--- src/design/qs_pkg.sv ---
// shared constants, types and arctangent table for the quaternion slerp pipeline
package qs_pkg;

  localparam int CB = 16;
  localparam int FRAC = CB - 1;
  localparam int STEPS = 30;
  localparam int RW = 31;
  localparam int VW = 2 * RW - 1;
  localparam int DW = 32;
  localparam int DOTW = 34;
  localparam int XW = 34;
  localparam int TW = 16;
  localparam int NW = CB + 31;
  localparam int PW = CB + 32;

  localparam int SQRT_LAT = RW;
  localparam int VEC_LAT = STEPS;
  localparam int SIN_LAT = STEPS + 2;
  localparam int DIV_LAT = CB + 1;

  localparam logic [31:0] HALF_PI = 32'h6487ED50;
  localparam logic [32:0] PI_Q30 = 33'h0C90FDAA0;
  localparam logic [31:0] GAIN_INV = 32'h26DD3B6A;
  localparam logic [30:0] ONE_Q30 = 31'h40000000;
  localparam logic [TW-1:0] T_ONE = 16'h8000;
  localparam logic [14:0] THR_RESET = 15'd33;

  typedef struct packed {
    logic [3:0][CB-1:0] qa;
    logic [3:0][CB-1:0] qb;
    logic [TW-1:0]      tf;
  } side_t;

  function automatic logic [31:0] atan_q30(input int i);
    logic [31:0] r;
    case (i)
      0:  r = 32'h3243F6A8;
      1:  r = 32'h1DAC6705;
      2:  r = 32'h0FADBAFC;
      3:  r = 32'h07F56EA6;
      4:  r = 32'h03FEAB76;
      5:  r = 32'h01FFD55B;
      6:  r = 32'h00FFFAAA;
      7:  r = 32'h007FFF55;
      8:  r = 32'h003FFFEA;
      9:  r = 32'h001FFFFD;
      10: r = 32'h000FFFFF;
      11: r = 32'h0007FFFF;
      12: r = 32'h0003FFFF;
      13: r = 32'h0001FFFF;
      14: r = 32'h0000FFFF;
      15: r = 32'h00007FFF;
      16: r = 32'h00003FFF;
      17: r = 32'h00001FFF;
      18: r = 32'h00000FFF;
      19: r = 32'h000007FF;
      20: r = 32'h000003FF;
      21: r = 32'h000001FF;
      22: r = 32'h000000FF;
      23: r = 32'h0000007F;
      24: r = 32'h0000003F;
      25: r = 32'h0000001F;
      26: r = 32'h0000000F;
      27: r = 32'h00000008;
      28: r = 32'h00000004;
      29: r = 32'h00000002;
      default: r = 32'h0;
    endcase
    return r;
  endfunction

endpackage

--- src/design/qs_sqrt.sv ---
// pipelined integer square root, one root bit per stage
module qs_sqrt (
  input  logic                   clk_i,
  input  logic [qs_pkg::VW-1:0]  v_i,
  output logic [qs_pkg::RW-1:0]  s_o
);
  import qs_pkg::*;

  logic [VW-1:0] rem_q  [SQRT_LAT];
  logic [RW-1:0] root_q [SQRT_LAT];

  for (genvar k = 0; k < SQRT_LAT; k++) begin : g_st
    localparam int B = SQRT_LAT - 1 - k;
    logic [VW-1:0] rem_in;
    logic [RW-1:0] root_in;
    logic [VW:0]   trial;
    if (k == 0) begin : g_first
      assign rem_in  = v_i;
      assign root_in = '0;
    end else begin : g_next
      assign rem_in  = rem_q[k-1];
      assign root_in = root_q[k-1];
    end
    assign trial = ((VW+1)'(root_in) << (B + 1)) + ((VW+1)'(1) << (2 * B));
    always_ff @(posedge clk_i) begin
      if ({1'b0, rem_in} >= trial) begin
        rem_q[k]  <= rem_in - trial[VW-1:0];
        root_q[k] <= root_in | (RW'(1) << B);
      end else begin
        rem_q[k]  <= rem_in;
        root_q[k] <= root_in;
      end
    end
  end

  assign s_o = root_q[SQRT_LAT-1];

endmodule

--- config.mk ---
export PLATFORM = sky130hd
export DESIGN_NAME = qs_sqrt
export DESIGN_NICKNAME = d
export VERILOG_FILES = /design/src/design/qs_pkg.sv /design/src/design/qs_sqrt.sv
export SDC_FILE = /design/constraint.sdc
export NUM_CORES = 2
export LEC_CHECK = 0
export BUFFER_PORTS_ARGS = -buffer_cell sky130_fd_sc_hd__buf_2
export CORE_MARGIN = 1
export CORE_UTILIZATION = 45
export CTS_BUF_LIST = sky130_fd_sc_hd__clkbuf_4 sky130_fd_sc_hd__clkbuf_8
export DETAILED_ROUTE_END_ITERATION = 7
export HOLD_SLACK_MARGIN = 0.08
export SYNTH_ARGS = -nofsm -noshare
export SYNTH_HDL_FRONTEND = slang
export SYNTH_SLANG_ARGS = --single-unit
--- constraint.sdc ---
create_clock -name clk_i -period 5.35 [get_ports clk_i]
set_input_delay 0.8025 -clock clk_i [delete_from_list [all_inputs] [get_ports clk_i]]
set_output_delay 0.8025 -clock clk_i [all_outputs]
set_load 0.01 [all_outputs]
==> results.tsv <==
metric	value	unit
status	completed	
rr_worst_depth	12	
cts_tree	done	
routed_wl	228000	um
synth-edff-count	0	
setup_violations	0	
fp.coreArea	195000	um2
worst_slew_margin_rel	8.78	%
place_ws	1.24	ns
path_cells	inv_1, ha_1, nand2_1, nor4_1, nand4_1, nor4_1, a21oi_1, o211a_1, inv_2, o2111ai_1, nor4_1, xor2_1	
avgSynthCellArea	9.98	um2
final_antenna_net_count	0	
crit_type	reg -> reg	
gr-total-overflow	0	
skew	0.123	ns
numCtsBuffers	378	
p_clk_share	29.3	%
via_per_inst	5.26	
synthesis.area	88100	um2
clock_latency	1.10	ns
cp_num_buf_inv	2	
finalWorstSetupSlack	1.07	ns
fmax	234	MHz
yosys_warnings	0	
post-route-drc-count	0	
initialDrtViolationCount	4066	
reg2reg_to	rem_q[24][50]	
critPathCaptureType	flip-flop	
rsz0062_at_grt	false	
io-pin-count	93	
synth.top_cells.by_area	dfxtp_1 53%, ha_1 7.4%, xor2_1 3.9%	
vdd.ir_drop.worst	0.000351	V
finalPower	54.7	mW
n_fill_cell	17800	
min_period	4.28	ns
r2r_slack	1.07	ns
cp_common_cell	nor4_1	
portBuffers	92	
hpwl	178000	um
gp_congestion	0.918	
hp-start	rem_q[14][6]	
worst_ep_arrival_time	5.21	ns
cts_buffer_depth	4	
grt_use_total	22.6	%
layout-drive-gt1-share	9.94	%
timing.rr.start	root_q[1][232]	
dp_cells	11400	
fp-row-count	162	
async_reset_ff_share	0	%
cts.clk_slew.worst_paths	0.06	ns
crit_fanout	11	
nNetsFinal	9804	
clock_sinks	2326	
grt_max_degree	46	
htree_levels	5	
vias	63800	
final_cells	12100	
yosys.cell_count.top_type	dfxtp_1	
syn_nets	9412	
synth_largest_area_cell	dfxtp_1	
die_area	198000	um2
grt_pass1_wl	354000	um
crit_required	6.28	ns
fin_area	100000	um2
syn-instance-count	8826	
wl_per_cell	18.8	um
initial_core_util	45.2	%
pwr-share-seq	45.4	%
yosysTopAreaCellShare	52.8	%
syn_to_final_growth	13.6	%
worst-slew-pin-transition	1.36	ns
power_frac_comb	25.3	%
slew_violations	0	
p_leak	46.1	nW
finalSetupTns	0	ns
die_w	445	um
p_per_area	547	nW/um2
synth.ff_latch_count	2326	
synth_commonest_cells	2,326 x dfxtp_1, 643 x inv_1, 620 x a21oi_1	
ctsRootBufferMaster	clkbuf_8	
placed_cell_area	91400	um2
power_switching	18.1	mW
cts_setup_buffers	0	
start_kind	flip-flop	
ys_seq_area_share	52.8	%
p_int	36.6	mW
max_stage_delay	0.62	ns
cp_num_cells	12	
worst_hold_path_type	reg -> reg	
critPathTopFamily	simple AND/OR/NAND/NOR gates	
first_pass_iters	6	
ys_types	89	
endpoint	rem_q[24][50]	
die_h	445	um
swShare	33.1	%
grt_pass1_vias	63500	
period_share	79.9	%
slowest_stage	nor4_1	
critPathLaunch	root_q[1][232]	
maxCapViolCount	0	
antenna_found_initial	11	
hold_viol	0	
synthFlopType	dfxtp_1	
-- layout by cell type (no fill, tap or decap), drive strengths merged, types with 101 or more instances in the layout --
| cell | synthesis | final |
|---|---|---|
| a21o | 206 | 206 |
| a21oi | 621 | 621 |
| buf | 38 | 122 |
| clkbuf | 133 | 572 |
| dfxtp | 2326 | 2326 |
| ha | 523 | 523 |
| inv | 646 | 649 |
| nand2 | 478 | 478 |
| nand3 | 143 | 143 |
| nand4 | 148 | 148 |
| nor2 | 619 | 619 |
| nor3 | 259 | 259 |
| nor4 | 315 | 315 |
| o21a | 101 | 101 |
| o21ai | 343 | 343 |
| or3 | 111 | 111 |
| xnor2 | 391 | 391 |
| xor2 | 393 | 393 |
-- worst register-to-register path, stage by stage (launching register included) --
cell	delay, ns
dfxtp_1	0.32
inv_1	0.04
ha_1	0.42
nand2_1	0.13
nor4_1	0.62
nand4_1	0.37
nor4_1	0.45
a21oi_1	0.18
o211a_1	0.35
inv_2	0.19
o2111ai_1	0.46
nor4_1	0.49
xor2_1	0.17
-- worst min-delay path by stage --
stage                   end  depth (start not counted)
2_1_floorplan  rem_q[11][0]                          0
3_3_place_gp   rem_q[20][5]                          0
4_1_cts        rem_q[0][54]                          2
5_1_grt        rem_q[0][46]                          2
6_report       rem_q[15][6]                          0
3_5_place_dp   rem_q[20][5]                          0
-- state kept, by name, summed over array words and instances (netlist names) --
signal  cells
rem_q    1830
root_q    496
-- what timing repair did --
item / CTS / global route
endpoints found under the setup margin: 0 / 0
hold buffers: 61 / 0
gates resized for setup: 0 / 0
hold endpoints to repair: 61 / 0
-- through the flow --
stage | util, % | hold WS (ns)
after global routing | 51.4 | 0.214
after CTS | 51.4 | 0.182
after global placement | 46.9 | 0.327
after detailed placement | 46.9 | 0.331
after floorplan | - | 0.322
final | 51.4 | 0.288
-- power by group through the flow --
stage / clock (mW) / combinational (mW) / sequential, mW
3_5_place_dp: 0 / 13.6 / 25.2
2_1_floorplan: 0 / 10.7 / 23.5
4_1_cts: 16.4 / 13.8 / 24.9
6_report: 16.0 / 13.8 / 24.8
3_3_place_gp: 0 / 13.5 / 25.2
5_1_grt: 17.3 / 15.4 / 25.2
-- metal layers --
| layer | share of wire (%) | wire length (um) | track usage, % | vias up |
|---|---|---|---|---|
| met2 | 47 | 107000 | 38.1 | 1433 |
| met4 | 2.1 | 4690 | 6.01 | 2 |
| met1 | 46 | 105000 | 30.0 | 30300 |
| met3 | 4.6 | 10600 | 3.73 | 336 |
| met5 | 0.0057 | 13 | 0 | - |
| li1 | - | - | - | 31700 |
-- layout make-up --
class	count	area (um2)	area share, %
antenna	5	12.5	0.0125
clock buffer	572	7170	7.17
clock inverter	75	835	0.834
inverter	648	2430	2.43
multi-input combinational	5681	38500	38.4
sequential	2326	46600	46.5
tap	2624	3280	3.28
timing repair buffer	183	1300	1.30
-- cell families (layout without fill, tap and decap cells) --
logic type	Yosys count	count (layout)	share of synthesized area, %
AOI/OAI and AO/OA	1689	1689	11.9
and+or+nand+nor	2584	2584	15.2
other	1	6	0.00426
muxes	99	99	1.26
adders and majority gates	524	524	7.45
buffers and inverters	819	1478	3.54
DFF	2326	2326	52.8
xor gates and xnor gates	784	784	7.79
(Power assumes the default switching activity.)
