$ cat config.mk
export PLATFORM = sky130hd
export DESIGN_NAME = qs_div
export DESIGN_NICKNAME = d
export VERILOG_FILES = /design/src/design/qs_pkg.sv /design/src/design/qs_div.sv
export SDC_FILE = /design/constraint.sdc
export NUM_CORES = 2
export LEC_CHECK = 0
export ABC_AREA = 0
export BUFFER_PORTS_ARGS = -buffer_cell sky130_fd_sc_hd__buf_4
export CORE_MARGIN = 3
export CORE_UTILIZATION = 50
export DETAILED_ROUTE_END_ITERATION = 10
export HOLD_SLACK_MARGIN = 0.15
export PLACE_DENSITY = 0.66
export REMOVE_ABC_BUFFERS = 1
export SETUP_SLACK_MARGIN = 0.3
export SYNTH_ARGS = -nofsm -noshare
export SYNTH_HDL_FRONTEND = slang
export SYNTH_SLANG_ARGS = --single-unit
$ cat constraint.sdc
create_clock -name clk_i -period 6.2 [get_ports clk_i]
set_input_delay 0 -clock clk_i [delete_from_list [all_inputs] [get_ports clk_i]]
set_output_delay 0 -clock clk_i [all_outputs]
set_load 0.02 [all_outputs]
$ cat src/design/qs_pkg.sv
// shared constants, types and arctangent table for the quaternion slerp pipeline
package qs_pkg;

  localparam int CB = 16;
  localparam int FRAC = CB - 1;
  localparam int STEPS = 30;
  localparam int RW = 31;
  localparam int VW = 2 * RW - 1;
  localparam int DW = 32;
  localparam int DOTW = 34;
  localparam int XW = 34;
  localparam int TW = 16;
  localparam int NW = CB + 31;
  localparam int PW = CB + 32;

  localparam int SQRT_LAT = RW;
  localparam int VEC_LAT = STEPS;
  localparam int SIN_LAT = STEPS + 2;
  localparam int DIV_LAT = CB + 1;

  localparam logic [31:0] HALF_PI = 32'h6487ED50;
  localparam logic [32:0] PI_Q30 = 33'h0C90FDAA0;
  localparam logic [31:0] GAIN_INV = 32'h26DD3B6A;
  localparam logic [30:0] ONE_Q30 = 31'h40000000;
  localparam logic [TW-1:0] T_ONE = 16'h8000;
  localparam logic [14:0] THR_RESET = 15'd33;

  typedef struct packed {
    logic [3:0][CB-1:0] qa;
    logic [3:0][CB-1:0] qb;
    logic [TW-1:0]      tf;
  } side_t;

  function automatic logic [31:0] atan_q30(input int i);
    logic [31:0] r;
    case (i)
      0:  r = 32'h3243F6A8;
      1:  r = 32'h1DAC6705;
      2:  r = 32'h0FADBAFC;
      3:  r = 32'h07F56EA6;
      4:  r = 32'h03FEAB76;
      5:  r = 32'h01FFD55B;
      6:  r = 32'h00FFFAAA;
      7:  r = 32'h007FFF55;
      8:  r = 32'h003FFFEA;
      9:  r = 32'h001FFFFD;
      10: r = 32'h000FFFFF;
      11: r = 32'h0007FFFF;
      12: r = 32'h0003FFFF;
      13: r = 32'h0001FFFF;
      14: r = 32'h0000FFFF;
      15: r = 32'h00007FFF;
      16: r = 32'h00003FFF;
      17: r = 32'h00001FFF;
      18: r = 32'h00000FFF;
      19: r = 32'h000007FF;
      20: r = 32'h000003FF;
      21: r = 32'h000001FF;
      22: r = 32'h000000FF;
      23: r = 32'h0000007F;
      24: r = 32'h0000003F;
      25: r = 32'h0000001F;
      26: r = 32'h0000000F;
      27: r = 32'h00000008;
      28: r = 32'h00000004;
      29: r = 32'h00000002;
      default: r = 32'h0;
    endcase
    return r;
  endfunction

endpackage

$ cat src/design/qs_div.sv
// pipelined restoring divider lane with quotient overflow flag
module qs_div (
  input  logic                   clk_i,
  input  logic [qs_pkg::NW-1:0]  n_i,
  input  logic [qs_pkg::RW-1:0]  d_i,
  output logic                   over_o,
  output logic [qs_pkg::CB-1:0]  q_o
);
  import qs_pkg::*;

  logic [NW-1:0] rem_q [DIV_LAT];
  logic [RW-1:0] d_q   [DIV_LAT];
  logic [CB-1:0] q_q   [DIV_LAT];
  logic          ov_q  [DIV_LAT];

  // quotient does not fit the component width
  always_ff @(posedge clk_i) begin
    rem_q[0] <= n_i;
    d_q[0]   <= d_i;
    q_q[0]   <= '0;
    ov_q[0]  <= (n_i[NW-1:CB] >= d_i);
  end

  for (genvar j = 1; j < DIV_LAT; j++) begin : g_st
    localparam int B = DIV_LAT - 1 - j;
    logic [NW-1:0] sub;
    assign sub = NW'(d_q[j-1]) << B;
    always_ff @(posedge clk_i) begin
      d_q[j]  <= d_q[j-1];
      ov_q[j] <= ov_q[j-1];
      if (rem_q[j-1] >= sub) begin
        rem_q[j] <= rem_q[j-1] - sub;
        q_q[j]   <= q_q[j-1] | (CB'(1) << B);
      end else begin
        rem_q[j] <= rem_q[j-1];
        q_q[j]   <= q_q[j-1];
      end
    end
  end

  assign over_o = ov_q[DIV_LAT-1];
  assign q_o    = q_q[DIV_LAT-1];

endmodule

==> metrics.txt <==
# TYPE chip_impl_metric gauge
chip_impl_info{name="launching_element_of_the_worst_setup_path",value="rem_q[8][7]"} 1
chip_impl_info{name="r2r-end",value="rem_q[9][46]"} 1
chip_impl_metric{name="die_h",unit="um"} 364
chip_impl_metric{name="wl_per_cell",unit="um"} 18.6
chip_impl_metric{name="grt_pass1_wl",unit="um"} 265000
chip_impl_metric{name="clock_transition_at_the_registers_of_the_reported_paths",unit="ns"} 0.06
chip_impl_metric{name="period_share",unit="%"} 70.5
chip_impl_metric{name="cts-buffers-inserted",unit=""} 150
chip_impl_info{name="crit_path_start_kind",value="flop"} 1
chip_impl_metric{name="htree_levels",unit=""} 4
chip_impl_metric{name="regToRegSetupSlack",unit="ns"} 1.83
chip_impl_metric{name="post_route_cells_drive_above_1_share",unit="%"} 7.77
chip_impl_info{name="hold_class",value="in2reg"} 1
chip_impl_info{name="timing.rr.start",value="rem_q[8][7]"} 1
chip_impl_metric{name="post_synthesis_cell_count",unit=""} 7036
chip_impl_metric{name="worst_clock_skew",unit="ns"} 0.0472
chip_impl_metric{name="largest_net_degree_at_the_start_of_global_routing",unit=""} 64
chip_impl_metric{name="maxCapViolCount",unit=""} 0
chip_impl_info{name="endpoint",value="rem_q[9][46]"} 1
chip_impl_metric{name="ys_seq_area_share",unit="%"} 43.8
chip_impl_info{name="worstPathCellList",value="inv_1 -> ha_1 -> inv_1 -> fa_1 -> a211oi_1 -> o21ai_0 -> a31oi_1 -> o31ai_1 -> a21oi_1 -> or4b_1 -> nand2b_2 -> and3b_1 -> o2111ai_1 -> xnor2_1"} 1
chip_impl_metric{name="max_slew.worst_pin.slew",unit="ns"} 1.36
chip_impl_metric{name="crit_arrival",unit="ns"} 5.02
chip_impl_metric{name="drt_first_pass_iters",unit=""} 9
chip_impl_metric{name="place.detailed.hpwl",unit="um"} 132000
chip_impl_metric{name="antenna_left",unit=""} 0
chip_impl_info{name="run_status",value="finished, final reports clean"} 1
chip_impl_metric{name="max_clock_freq",unit="MHz"} 229
chip_impl_metric{name="die_outline_area",unit="sq um"} 133000
chip_impl_metric{name="via_per_inst",unit=""} 5.47
chip_impl_metric{name="ys_async_sr_fraction",unit="%"} 0
chip_impl_metric{name="ys.warnings.count",unit=""} 0
chip_impl_metric{name="power.static_leakage",unit="nW"} 33.3
chip_impl_info{name="crit_path_top_delay_cell",value="o31ai_1"} 1
chip_impl_metric{name="floorplan.die.width",unit="um"} 364
chip_impl_info{name="critical_setup_path_class",value="reg2reg"} 1
chip_impl_metric{name="clock-sinks",unit=""} 1401
chip_impl_info{name="synth_top_flop_cell",value="dfxtp_1"} 1
chip_impl_metric{name="synth_cell_types",unit=""} 98
chip_impl_info{name="worst_setup_path_end_kind",value="flop"} 1
chip_impl_info{name="critPathMostFrequentCell",value="inv_1"} 1
chip_impl_metric{name="timing.setup.tns",unit="ns"} 0
chip_impl_metric{name="worst_skew_pair.late_latency",unit="ns"} 0.79
chip_impl_metric{name="final_hold_viol_count",unit=""} 0
chip_impl_metric{name="initialDrtViolationCount",unit=""} 2901
chip_impl_metric{name="max-vdd-ir-drop",unit="V"} 0.000327
chip_impl_metric{name="dp_worst_setup_slack",unit="ns"} 1.86
chip_impl_metric{name="cts_setup_buffers",unit=""} 0
chip_impl_metric{name="critical_path.max_fanout",unit=""} 25
chip_impl_metric{name="core_region_area",unit="sq um"} 126000
chip_impl_metric{name="routed_wl",unit="um"} 168000
chip_impl_metric{name="critPathRequiredTime",unit="ns"} 6.85
chip_impl_metric{name="fin_worst_setup_slack",unit="ns"} 1.83
chip_impl_metric{name="finish.net_count",unit=""} 7896
chip_impl_metric{name="first_global_vias",unit=""} 51700
chip_impl_metric{name="mappedNetlistArea",unit="sq um"} 64100
chip_impl_metric{name="number_of_buffers_inserted_by_port_buffering",unit=""} 95
chip_impl_metric{name="post_layout_min_period",unit="ns"} 4.37
chip_impl_metric{name="grt_use_total",unit="%"} 25.2
chip_impl_metric{name="detail_route.drc_violations",unit=""} 0
chip_impl_metric{name="num_vias",unit=""} 49500
chip_impl_metric{name="ioPinCount",unit=""} 96
chip_impl_info{name="grt_setup_unrepaired",value="false"} 1
chip_impl_metric{name="worst_r2r_path_depth",unit=""} 14
chip_impl_info{name="clock-root-buffer",value="clkbuf_16"} 1
chip_impl_metric{name="max_slew_margin",unit="%"} 8.66
chip_impl_metric{name="synthToLayoutAreaGrowth",unit="%"} 14.5
chip_impl_metric{name="average_footprint_of_a_synthesized_cell",unit="sq um"} 9.11
chip_impl_metric{name="synth_edf_count",unit=""} 0
chip_impl_metric{name="postLayoutCoreUtil",unit="%"} 58.1
chip_impl_metric{name="synth.ff_latch_count",unit=""} 1401
chip_impl_metric{name="gp_routability_congestion",unit=""} 0.984
chip_impl_metric{name="number_of_antenna_violations_at_the_first_check_in_global_routing",unit=""} 6
chip_impl_metric{name="row_count",unit=""} 130
chip_impl_metric{name="gr-total-overflow",unit=""} 0
chip_impl_metric{name="cpPeakStageDelay",unit="ns"} 0.87
chip_impl_metric{name="start_util",unit="%"} 50.7
chip_impl_metric{name="clockBufferDepth",unit=""} 3
chip_impl_metric{name="report.final.setup_viol",unit=""} 0
chip_impl_info{name="cts_tree",value="done"} 1
chip_impl_metric{name="cellPowerDensity",unit="nW/um^2"} 549
chip_impl_metric{name="slew_viol_final",unit=""} 0
chip_impl_metric{name="fill_cells",unit=""} 11000
cells in the final DEF (no fill, tap or decap), drive strengths merged, types with 108 or more instances in the layout:
master	instances
a21o	307
a21oi	675
buf	134
clkbuf	198
dfxtp	1401
dlygate4sd3	156
ha	527
inv	663
mux2	108
nand2	471
nand3	120
nand4	123
nor2	493
o21ai	384
xnor2	319
xor2	202
cells in the mapped netlist, drive strengths merged, types with 123 or more instances:
master	count	area share [%]
inv	660	3.9
nand4	123	1.2
nor2	493	2.9
nand2	471	2.8
clkbuf	171	1.0
xor2	202	2.8
a21oi	675	5.3
xnor2	319	4.4
ha	527	10
o21ai	384	3.0
dfxtp	1401	44
a21o	307	3.6
flip-flops by register name, summed over array words and instances, names as in the netlist:
| register | flops |
|---|---|
| rem_q | 752 |
| d_q | 496 |
| q_q | 136 |
| ov_q | 17 |
per-stage QoR:
step                      cell area [sq um]  hold WS [ns]  power (W)  instances
after floorplan                       63300        0.0277     0.0263       6833
after global placement                66500         0.105     0.0308       8616
after detailed placement              66500         0.106     0.0309       8617
after CTS                             73400         0.174     0.0404       9046
after global routing                  73400         0.236     0.0431       9060
final                                 73400         0.237     0.0403       9062
per-layer routing:
metal  global-route usage, %  vias up  part of all wire [%]
li1                        -    25000                     -
met1                    22.2    22800                    34
met2                    50.2     1193                    54
met3                    3.05      563                   2.7
met4                    20.8        0                   9.4
met5                       0        -                     0
critical path: cells and delay by family, from the launching register on:
| kind | cells | cell delay, ns |
|---|---|---|
| AOI/OAI and AO/OA | 6 | 1.83 |
| buffers and inverters | 2 | 0.12 |
| and+or+nand+nor | 3 | 1.40 |
| xor gates and xnor gates | 1 | 0.15 |
| DFF | 1 | 0.33 |
| adders and majority gates | 2 | 0.43 |
timing repair:
item,in CTS,in global routing
hold endpoints to repair,79,0
resized for setup,0,0
hold buffers,156,0
worst min-delay path by stage:
| stage | slack (ns) | cells past startpoint | endpoint | start |
|---|---|---|---|---|
| 4_1_cts | 0.17 | 6 | ov_q[0][0] | d_i[30] |
| 5_1_grt | 0.24 | 6 | ov_q[0][0] | d_i[30] |
| 3_5_place_dp | 0.11 | 1 | rem_q[0][9] | n_i[9] |
| 2_1_floorplan | 0.03 | 0 | d_q[0][0] | d_i[0] |
| 6_report | 0.24 | 6 | ov_q[0][0] | d_i[30] |
| 3_3_place_gp | 0.11 | 1 | rem_q[0][0] | n_i[0] |
power by group:
group | internal, W | total [W] | switching (W) | leakage [nW]
clock | 0.00547 | 0.00932 | 0.00385 | 2.57
sequential | 0.0115 | 0.0131 | 0.00158 | 11.8
combinational | 0.00777 | 0.0179 | 0.0101 | 18.9
total | 0.0248 | 0.0403 | 0.0156 | 33.3
area by class of cell:
type / count / area, sq um / area share, %
multi-input cells: 4771 / 32900 / 44.8
flip-flops and latches: 1401 / 28000 / 38.2
clock buffers: 198 / 4210 / 5.74
repair buffers: 290 / 2570 / 3.50
inverters: 661 / 2480 / 3.38
well taps: 1650 / 2060 / 2.81
clock inverters: 75 / 1110 / 1.52
diodes: 16 / 40.0 / 0.0545
kinds of logic after synthesis:
family          synth area share [%]
mux                             2.01
flops                           43.8
compound gates                  18.0
fa+ha+maj                       10.8
simple gates                    13.2
buf+inv                         5.13
xor+xnor                        7.12
Power figures use the tool's default switching activity.
